`src/hdl/awls_pkg.sv`:
```
// Shared types, constants and helper functions for the window level statistics unit.
// No dependencies; every other file imports this package.
package awls_pkg;

	// Field widths
	localparam int RAW_W = 16;
	localparam int LVL_W = 11;
	localparam int SUM_W = 34;
	localparam int CNT_W = 25;

	// Window length at which all counters stop
	localparam int unsigned MAX_WINDOW = 32'd16777216;
	localparam int unsigned CNT_FIELD_MAX = (32'd1 << CNT_W) - 32'd1;
	localparam int unsigned CNT_CAP_I = (MAX_WINDOW < CNT_FIELD_MAX) ? MAX_WINDOW : CNT_FIELD_MAX;
	localparam logic [CNT_W-1:0] CNT_CAP = CNT_W'(CNT_CAP_I);

	// Level constants
	localparam logic [LVL_W-1:0] FS_TEN = LVL_W'(11'h400);
	localparam logic [LVL_W-1:0] FS_EIGHT = LVL_W'(11'h100);
	localparam logic [LVL_W-1:0] LVL_ONE = LVL_W'(1);
	localparam int TEN_SHIFT = 6;

	// Configuration port
	localparam int APB_ADDR_W = 3;
	localparam int APB_DATA_W = 32;
	localparam logic REG_MODE = 1'b0;

	// Configuration state handed to the datapath
	typedef struct packed {
		logic ten_bit_mode;
		logic wr_valid;
		logic wr_mode;
	} awls_cfg_t;

	// Full-scale level of a mode
	function automatic logic [LVL_W-1:0] full_scale(input logic ten_bit);
		return ten_bit ? FS_TEN : FS_EIGHT;
	endfunction

	// Offset level of a raw word in a mode
	function automatic logic [LVL_W-1:0] level_of(input logic [RAW_W-1:0] raw,
		input logic ten_bit);
		logic [LVL_W-1:0] base;
		if (ten_bit) begin
			base = LVL_W'(raw >> TEN_SHIFT);
		end else begin
			base = LVL_W'(raw[7:0]);
		end
		return base + LVL_ONE;
	endfunction

	// Saturating sum; the cap is all ones so a carry out means overflow
	function automatic logic [SUM_W-1:0] sat_add(input logic [SUM_W-1:0] acc,
		input logic [LVL_W-1:0] v);
		logic [SUM_W:0] s;
		s = {1'b0, acc} + (SUM_W + 1)'(v);
		return s[SUM_W] ? {SUM_W{1'b1}} : s[SUM_W-1:0];
	endfunction

	// Saturating counter step
	function automatic logic [CNT_W-1:0] sat_inc(input logic [CNT_W-1:0] c);
		return (c >= CNT_CAP) ? CNT_CAP : c + CNT_W'(1);
	endfunction

endpackage

```
`src/hdl/awls_sample_if.sv`:
```
// Input channel of the window level statistics unit: one raw sample per item.
// Depends on awls_pkg for field widths.
interface awls_sample_if;
	import awls_pkg::*;

	logic valid;
	logic ready;
	logic [RAW_W-1:0] raw_sample;
	logic window_end;

	modport source(output valid, output raw_sample, output window_end, input ready);
	modport sink(input valid, input raw_sample, input window_end, output ready);
endinterface

```
`src/hdl/awls_result_if.sv`:
```
// Output channel of the window level statistics unit: one statistics record per item.
// Depends on awls_pkg for field widths.
interface awls_result_if;
	import awls_pkg::*;

	logic valid;
	logic ready;
	logic [LVL_W-1:0] min_level;
	logic [LVL_W-1:0] max_level;
	logic [SUM_W-1:0] total_sum;
	logic [SUM_W-1:0] below_mid_sum;
	logic [CNT_W-1:0] below_mid_count;
	logic [SUM_W-1:0] above_mid_sum;
	logic [CNT_W-1:0] above_mid_count;
	logic [CNT_W-1:0] clip_low_count;
	logic [CNT_W-1:0] clip_high_count;
	logic [CNT_W-1:0] window_samples;

	modport source(output valid, output min_level, output max_level, output total_sum,
		output below_mid_sum, output below_mid_count, output above_mid_sum,
		output above_mid_count, output clip_low_count, output clip_high_count,
		output window_samples, input ready);
	modport sink(input valid, input min_level, input max_level, input total_sum,
		input below_mid_sum, input below_mid_count, input above_mid_sum,
		input above_mid_count, input clip_low_count, input clip_high_count,
		input window_samples, output ready);
endinterface

```
`src/hdl/adc_window_level_stats_unit.sv`:
```
// Window level statistics unit: min, max, sums, counts and clip counts per sample window.
// A sample is registered in the input register, then folded into the accumulators; the
// result register takes the closing sample's statistics. Throughput: one sample per cycle
// outside stalls; it stalls only when a result waits and another window ends.
// Reset (arst_n low, asynchronous): accumulators cleared, mode 8-bit, no item held.
// Depends on awls_pkg, awls_sample_if, awls_result_if, awls_cfg and awls_accum.
module adc_window_level_stats_unit
	import awls_pkg::*;
(
	input  logic                  clk,
	input  logic                  arst_n,
	input  logic                  psel,
	input  logic                  penable,
	input  logic                  pwrite,
	input  logic [APB_ADDR_W-1:0] paddr,
	input  logic [APB_DATA_W-1:0] pwdata,
	output logic [APB_DATA_W-1:0] prdata,
	output logic                  pready,
	awls_sample_if.sink           sample,
	awls_result_if.source         result
);

	awls_cfg_t cfg;

	// Register block
	awls_cfg u_cfg (
		.clk     (clk),
		.arst_n  (arst_n),
		.psel    (psel),
		.penable (penable),
		.pwrite  (pwrite),
		.paddr   (paddr),
		.pwdata  (pwdata),
		.prdata  (prdata),
		.pready  (pready),
		.cfg     (cfg)
	);

	// Datapath
	awls_accum u_accum (
		.clk    (clk),
		.arst_n (arst_n),
		.cfg    (cfg),
		.sample (sample),
		.result (result)
	);

	// A window always holds at least one sample, so min never exceeds max
	a_min_le_max: assert property (@(posedge clk) disable iff (!arst_n)
		result.valid |-> (result.min_level <= result.max_level))
		else $error("min level above max level");

	a_nonempty: assert property (@(posedge clk) disable iff (!arst_n)
		result.valid |-> (result.window_samples != '0))
		else $error("empty window reported");

	// Below and above counts split the window until the counters saturate
	a_split: assert property (@(posedge clk) disable iff (!arst_n)
		(result.valid && (result.window_samples < CNT_CAP)) |->
		(({1'b0, result.below_mid_count} + {1'b0, result.above_mid_count}) ==
		{1'b0, result.window_samples}))
		else $error("mid-scale split does not match sample count");

endmodule

```
`src/hdl/awls_cfg.sv`:
```
// APB-style register block holding the sample mode bit.
// Depends on awls_pkg for the register map and the configuration struct.
module awls_cfg
	import awls_pkg::*;
(
	input  logic                  clk,
	input  logic                  arst_n,
	input  logic                  psel,
	input  logic                  penable,
	input  logic                  pwrite,
	input  logic [APB_ADDR_W-1:0] paddr,
	input  logic [APB_DATA_W-1:0] pwdata,
	output logic [APB_DATA_W-1:0] prdata,
	output logic                  pready,
	output awls_cfg_t             cfg
);

	logic mode_q;
	logic wr_mode_reg;

	assign pready = 1'b1;
	assign wr_mode_reg = psel && penable && pwrite && pready && (paddr[2] == REG_MODE);

	// Hold the mode bit
	always_ff @(posedge clk or negedge arst_n) begin
		if (!arst_n) begin
			mode_q <= 1'b0;
		end else if (wr_mode_reg) begin
			mode_q <= pwdata[0];
		end
	end

	// Read back the selected register
	always_comb begin
		prdata = '0;
		if (paddr[2] == REG_MODE) begin
			prdata = APB_DATA_W'(mode_q);
		end
	end

	assign cfg.ten_bit_mode = mode_q;
	assign cfg.wr_valid = wr_mode_reg;
	assign cfg.wr_mode = pwdata[0];

endmodule

```
`src/hdl/awls_accum.sv`:
```
// Sample input register, window accumulators and result register.
// Depends on awls_pkg and the awls_sample_if / awls_result_if channels.
module awls_accum
	import awls_pkg::*;
(
	input  logic          clk,
	input  logic          arst_n,
	input  awls_cfg_t     cfg,
	awls_sample_if.sink   sample,
	awls_result_if.source result
);

	// Input register
	logic             valid_s1;
	logic [RAW_W-1:0] raw_s1;
	logic             last_s1;

	// Window accumulators
	logic [LVL_W-1:0] run_min_q, run_max_q;
	logic [SUM_W-1:0] acc_total_q, acc_below_q, acc_above_q;
	logic [CNT_W-1:0] cnt_below_q, cnt_above_q, cnt_clip_low_q, cnt_clip_high_q;
	logic [CNT_W-1:0] cnt_samples_q;

	// Next values
	logic [LVL_W-1:0] lvl, fs, mid;
	logic [LVL_W-1:0] run_min_d, run_max_d;
	logic [SUM_W-1:0] acc_total_d, acc_below_d, acc_above_d;
	logic [CNT_W-1:0] cnt_below_d, cnt_above_d, cnt_clip_low_d, cnt_clip_high_d;
	logic [CNT_W-1:0] cnt_samples_d;

	// Result register
	logic out_valid_q;
	logic advance;

	// Advance unless a closing item meets a result that is still waiting
	assign advance = valid_s1 && (!last_s1 || !out_valid_q || result.ready);
	assign sample.ready = !valid_s1 || advance;

	// Capture the item
	always_ff @(posedge clk or negedge arst_n) begin
		if (!arst_n) begin
			valid_s1 <= 1'b0;
		end else if (sample.ready) begin
			valid_s1 <= sample.valid;
		end
	end

	always_ff @(posedge clk) begin
		if (sample.valid && sample.ready) begin
			raw_s1 <= sample.raw_sample;
			last_s1 <= sample.window_end;
		end
	end

	// Decode the level and fold it into the window statistics
	always_comb begin
		fs = full_scale(cfg.ten_bit_mode);
		mid = fs >> 1;
		lvl = level_of(raw_s1, cfg.ten_bit_mode);
		run_min_d = (lvl < run_min_q) ? lvl : run_min_q;
		run_max_d = (lvl > run_max_q) ? lvl : run_max_q;
		acc_total_d = sat_add(acc_total_q, lvl);
		acc_below_d = acc_below_q;
		acc_above_d = acc_above_q;
		cnt_below_d = cnt_below_q;
		cnt_above_d = cnt_above_q;
		if (lvl < mid) begin
			acc_below_d = sat_add(acc_below_q, lvl);
			cnt_below_d = sat_inc(cnt_below_q);
		end else begin
			acc_above_d = sat_add(acc_above_q, lvl);
			cnt_above_d = sat_inc(cnt_above_q);
		end
		cnt_clip_low_d = (lvl == LVL_ONE) ? sat_inc(cnt_clip_low_q) : cnt_clip_low_q;
		cnt_clip_high_d = (lvl == fs) ? sat_inc(cnt_clip_high_q) : cnt_clip_high_q;
		cnt_samples_d = sat_inc(cnt_samples_q);
	end

	// Update accumulators; clear them after the closing item
	always_ff @(posedge clk or negedge arst_n) begin
		if (!arst_n) begin
			run_min_q <= full_scale(1'b0);
			run_max_q <= LVL_ONE;
			acc_total_q <= '0;
			acc_below_q <= '0;
			acc_above_q <= '0;
			cnt_below_q <= '0;
			cnt_above_q <= '0;
			cnt_clip_low_q <= '0;
			cnt_clip_high_q <= '0;
			cnt_samples_q <= '0;
		end else if (advance) begin
			if (last_s1) begin
				run_min_q <= fs;
				run_max_q <= LVL_ONE;
				acc_total_q <= '0;
				acc_below_q <= '0;
				acc_above_q <= '0;
				cnt_below_q <= '0;
				cnt_above_q <= '0;
				cnt_clip_low_q <= '0;
				cnt_clip_high_q <= '0;
				cnt_samples_q <= '0;
			end else begin
				run_min_q <= run_min_d;
				run_max_q <= run_max_d;
				acc_total_q <= acc_total_d;
				acc_below_q <= acc_below_d;
				acc_above_q <= acc_above_d;
				cnt_below_q <= cnt_below_d;
				cnt_above_q <= cnt_above_d;
				cnt_clip_low_q <= cnt_clip_low_d;
				cnt_clip_high_q <= cnt_clip_high_d;
				cnt_samples_q <= cnt_samples_d;
			end
		end else if (cfg.wr_valid && (cnt_samples_q == '0)) begin
			// Empty window: minimum restarts at the new full scale
			run_min_q <= full_scale(cfg.wr_mode);
		end
	end

	// Result valid flag
	always_ff @(posedge clk or negedge arst_n) begin
		if (!arst_n) begin
			out_valid_q <= 1'b0;
		end else if (advance && last_s1) begin
			out_valid_q <= 1'b1;
		end else if (result.ready) begin
			out_valid_q <= 1'b0;
		end
	end

	// Result payload
	always_ff @(posedge clk) begin
		if (advance && last_s1) begin
			result.min_level <= run_min_d;
			result.max_level <= run_max_d;
			result.total_sum <= acc_total_d;
			result.below_mid_sum <= acc_below_d;
			result.below_mid_count <= cnt_below_d;
			result.above_mid_sum <= acc_above_d;
			result.above_mid_count <= cnt_above_d;
			result.clip_low_count <= cnt_clip_low_d;
			result.clip_high_count <= cnt_clip_high_d;
			result.window_samples <= cnt_samples_d;
		end
	end

	assign result.valid = out_valid_q;

endmodule

```
`src/flat_wrapper.sv`:
```
// flat-port wrapper written by rule: the top's interface ports become plain ports
module adc_window_level_stats_unit_flat import awls_pkg::*;
  (clk, arst_n, psel, penable, pwrite, paddr, pwdata, prdata, pready, sample_valid, sample_raw_sample, sample_window_end, sample_ready, result_valid, result_min_level, result_max_level, result_total_sum, result_below_mid_sum, result_below_mid_count, result_above_mid_sum, result_above_mid_count, result_clip_low_count, result_clip_high_count, result_window_samples, result_ready);
  awls_sample_if sample_i ();
  awls_result_if result_i ();
  input  logic clk;
  input  logic arst_n;
  input  logic psel;
  input  logic penable;
  input  logic pwrite;
  input  logic [APB_ADDR_W-1:0] paddr;
  input  logic [APB_DATA_W-1:0] pwdata;
  output logic [APB_DATA_W-1:0] prdata;
  output logic pready;
  input wire logic [$bits(sample_i.valid)-1:0] sample_valid;
  input wire logic [$bits(sample_i.raw_sample)-1:0] sample_raw_sample;
  input wire logic [$bits(sample_i.window_end)-1:0] sample_window_end;
  output wire logic [$bits(sample_i.ready)-1:0] sample_ready;
  output wire logic [$bits(result_i.valid)-1:0] result_valid;
  output wire logic [$bits(result_i.min_level)-1:0] result_min_level;
  output wire logic [$bits(result_i.max_level)-1:0] result_max_level;
  output wire logic [$bits(result_i.total_sum)-1:0] result_total_sum;
  output wire logic [$bits(result_i.below_mid_sum)-1:0] result_below_mid_sum;
  output wire logic [$bits(result_i.below_mid_count)-1:0] result_below_mid_count;
  output wire logic [$bits(result_i.above_mid_sum)-1:0] result_above_mid_sum;
  output wire logic [$bits(result_i.above_mid_count)-1:0] result_above_mid_count;
  output wire logic [$bits(result_i.clip_low_count)-1:0] result_clip_low_count;
  output wire logic [$bits(result_i.clip_high_count)-1:0] result_clip_high_count;
  output wire logic [$bits(result_i.window_samples)-1:0] result_window_samples;
  input wire logic [$bits(result_i.ready)-1:0] result_ready;
  assign sample_i.valid = sample_valid;
  assign sample_i.raw_sample = sample_raw_sample;
  assign sample_i.window_end = sample_window_end;
  assign sample_ready = sample_i.ready;
  assign result_valid = result_i.valid;
  assign result_min_level = result_i.min_level;
  assign result_max_level = result_i.max_level;
  assign result_total_sum = result_i.total_sum;
  assign result_below_mid_sum = result_i.below_mid_sum;
  assign result_below_mid_count = result_i.below_mid_count;
  assign result_above_mid_sum = result_i.above_mid_sum;
  assign result_above_mid_count = result_i.above_mid_count;
  assign result_clip_low_count = result_i.clip_low_count;
  assign result_clip_high_count = result_i.clip_high_count;
  assign result_window_samples = result_i.window_samples;
  assign result_i.ready = result_ready;
  adc_window_level_stats_unit u_core (.clk(clk), .arst_n(arst_n), .psel(psel), .penable(penable), .pwrite(pwrite), .paddr(paddr), .pwdata(pwdata), .prdata(prdata), .pready(pready), .sample(sample_i), .result(result_i));
endmodule
```
`config.mk`:
```
export PLATFORM = sky130hd
export DESIGN_NAME = adc_window_level_stats_unit_flat
export DESIGN_NICKNAME = d
export VERILOG_FILES = /design/src/hdl/awls_pkg.sv /design/src/hdl/awls_sample_if.sv /design/src/hdl/awls_result_if.sv /design/src/hdl/adc_window_level_stats_unit.sv /design/src/hdl/awls_cfg.sv /design/src/hdl/awls_accum.sv /design/src/flat_wrapper.sv
export SDC_FILE = /design/constraint.sdc
export NUM_CORES = 1
export LEC_CHECK = 0
export ABC_AREA = 1
export BUFFER_PORTS_ARGS = -buffer_cell sky130_fd_sc_hd__buf_2
export CAP_MARGIN = 10
export CORE_ASPECT_RATIO = 0.9
export CORE_MARGIN = 5
export CORE_UTILIZATION = 40
export DETAILED_ROUTE_END_ITERATION = 16
export HOLD_SLACK_MARGIN = 0.15
export MAX_ROUTING_LAYER = met4
export PLACE_DENSITY_LB_ADDON = 0.15
export SKIP_LAST_GASP = 1
export SYNTH_ARGS = -nofsm -noshare
export SYNTH_HDL_FRONTEND = slang
export SYNTH_SLANG_ARGS = --single-unit
```
`constraint.sdc`:
```
create_clock -name clk -period 18.21 [get_ports clk]
set_clock_uncertainty 0.05 [all_clocks]
set_input_delay 2.7315 -clock clk [delete_from_list [all_inputs] [get_ports clk]]
set_output_delay 2.7315 -clock clk [all_outputs]
set_load 0.01 [all_outputs]
```
==> results.md <==
- Status: finished clean
- Row Count: 94
- Max Cap Viol: 0
- Worst-path clk slew: 60 ps
- Cell family with most CP delay: buffers and inverters
- Remaining DRCs: 0
- Worst r2r src: u_core.u_cfg.mode_q
- Area contributors post-synth: edfxtp_1, dfrtp_1, nand2_1, inv_1, nand3_1
- Die area: 79,500 um^2
- Post-synth top cells: nand2_1, inv_1, nor2_1
- Core ar.: about 73,000 um^2
- DP HPWL: roughly 58 mm
- Yosys reg bits: between 500 and 600
- Slowest CP cell: buf_2
- Register-to-register setup slack: 13,130 ps
- I/O pin count: approximately 340
- Required @ worst endpoint: between 15,000 and 20,000 ps
- Crit. End Element: primary output
- Critical Path End: sample_ready
- Final Hold Fails: 0
- Post-synthesis cell type count: 52
- Final instance area: 33,600 um^2
- EDFF count, synth: 266
- Post-DP Area: 31,600 um^2
- Post-synth ARST share: between 40% and 50%
- Clk Latency, worst-skew pair: 620 ps
- Post-cts resize count: 0
- M3 GR Usage: 2.55%
- Met1 GRT Util: a little under a third
- Buffers & Inverters on Critical Path: 3
- Synth Instances: roughly 3,800
- Initial antenna violation count: 5
- DRT Pass-1 Iters: 6
- # clock sinks: 518
- Die width: between 200 and 300 um
- Ys Warns: 0
- RSZ-0062 raised after global routing: no
- Congestion Overflow GR: 0
- CTS Hold Buffers Added: 0
- Area grow syn2layout: 13.6%
- Die H: about 270 um
- Hold Crit Depth: 2
- Mapped Area: ~30,000 um^2
- Area leader, netlist: edfxtp_1
- CTS Buffer Depth: 3
- Vias/cell: slightly below 5
- Root Driver: clkbuf_16
- Worst r2r dst: u_core.u_accum.result.above_mid_sum[17]
- Via Count: between 20,000 and 25,000
- Max FO, Critical Path: 3
- R2R depth: 15
- Top-count cell post-synth: nand2_1
- Post-CTS setup repair buffer count: 0
- Hold Path Class: reg2reg
- CTS HTree Levels: 2
- PD cells: 111 nW/um^2
- Cell count along the critical path: 4
- Setup crit start kind: input pin
- First-pass GRT wire length: about 130 mm
- Normalized max-slew margin: between 30% and 40%
- RePlAce Congestion: around 0.93
- Critical path, cell by cell: buf_2 -> inv_1 -> nand4_1 -> buf_2
- Antenna viol nets, final: 0
- Syn Area/Cell: 7.82 um^2
- CP dominant cell by count: buf_2
- Initial DRC count: roughly 1,600
- Max incr delay on CP: roughly 190 ps
- Layout net count: approximately 4,100
- Tmin final: between 6000 and 7000 ps
- Final TNS setup: 0 ps
- Synth top area share: between 20% and 30%
- CTS Buf Count: 57
- Vias in the first global route: ~24,000
- Total track usage: 21.5%
- WL final: ~84 mm
- Worst ir drop on vdd: around 75 uV
- Layout cells sized above 1: around 12%
- Starting Density: 40.4%
- Max Freq: between 150 and 200 MHz
- Final WS setup: between 10,000 and 15,000 ps
- Period utilization: about 33%
- Leak: 16.0 nW
- DP Cell Count: a little under 5,000
- Origin of the worst setup path: result_ready
- Largest net degree at the start of global routing: 129
- Cell Count, Final, Fillers Out: approximately 5,000
- Clock tree from TritonCTS: yes
- Slew @ Worst Pin: ~1000 ps
- Pre-CTS WS: ~12,000 ps
- Ys flop type: edfxtp_1
- # port buffers: approximately 280
- Final setup violation count: 0
- GR peak layer: met2
- Final Max Tran Viols: 0
- Sequential area share after synthesis: slightly below 50%
- Met2 GRT Util: 33.6%
- WL per Instance: about 17 um
- Critical path arrival: roughly 3300 ps
- WS Path Type: in2out
[metal layers]
metal / vias up / routed length (um)
met5: - / 0
met4: 0 / 1840
met2: 616 / 38300
met1: 11600 / 39900
li1: 12600 / -
met3: 114 / 4150
[report_power, final]
part	total [mW]	leakage, nW	switching [mW]	internal (mW)
Combinational	0.969	9.08	0.664	0.305
Clock	1.24	0.987	0.496	0.749
Sequential	1.50	5.96	0.0890	1.41
Total	3.72	16.0	1.25	2.47
[registers in the layout, summed over array words and instances (netlist names), 34 cells and up]
name                                 flops
u_core.u_accum.result.total_sum         34
u_core.u_accum.acc_below_q              34
u_core.u_accum.result.below_mid_sum     34
u_core.u_accum.acc_above_q              34
u_core.u_accum.acc_total_q              34
u_core.u_accum.result.above_mid_sum     34
[layout by cell type (no fill, tap or decap), types with 11 or more instances in the layout]
cell type     n
nand3b_1     14
inv_1       419
conb_1       32
nand2_2      13
clkinv_2     11
o22ai_1      33
nand3_1     271
nand2_1    1397
dfrtp_1     250
xnor2_1      20
nand4_1      77
buf_4        14
clkbuf_16    57
o21bai_1     11
buf_2       276
ha_1         67
nor2_1      278
edfxtp_1    266
o21ai_0     124
and2_1       43
a21oi_1      49
o21ai_2      23
nor3_1       72
xor2_1       59
o21ai_1      21
o21a_1       19
o211ai_1     16
[area by class of cell]
cell class	count	area [um^2]
fillers	7361	39600
multi-input cells	2708	12900
clock buffers	72	1560
well taps	960	1200
repair buffers	292	1520
diodes	5	12.5
inverters	430	1630
clock inverters	35	449
flip-flops and latches	518	14300
[worst reg2reg max path: cells and delay by family (launching register included)]
| kind | cells | cell delay [ps] |
|---|---|---|
| flip-flops | 1 | 560 |
| buffers and inverters | 4 | 1940 |
| AND/OR/NAND/NOR | 10 | 1750 |
| adder cells (fa/ha/maj) | 1 | 510 |
[cells by family after synthesis]
| group | synth area share [%] |
|---|---|
| simple gates | 31.6 |
| xor+xnor | 2.34 |
| buf+inv | 8.38 |
| fa+ha+maj | 3.04 |
| compound gates | 6.30 |
| flops | 48.3 |
| other cells | 0.0254 |
[how the worst min path moves through the flow]
stage | start | endpoint | slack [ps]
after global routing | u_core.u_accum.acc_total_q[2] | u_core.u_accum.acc_total_q[2] | 480
after global placement | u_core.u_accum.run_max_q[8] | u_core.u_accum.run_max_q[8] | 410
after floorplan | u_core.u_accum.run_max_q[8] | u_core.u_accum.run_max_q[8] | 400
after detailed placement | u_core.u_accum.run_max_q[8] | u_core.u_accum.run_max_q[8] | 420
after CTS | u_core.u_accum.run_max_q[8] | u_core.u_accum.run_max_q[8] | 430
final | u_core.u_accum.run_max_q[8] | u_core.u_accum.run_max_q[8] | 440
[stage by stage]
step           hold slack (ps)  total power, mW  utilization (%)
2_1_floorplan              399             2.21                -
4_1_cts                    435             3.77             45.9
6_report                   438             3.72             45.9
5_1_grt                    480             3.96             45.9
3_5_place_dp               421             2.50             43.2
3_3_place_gp               412             2.49             43.2
(Power assumes the default switching activity.)
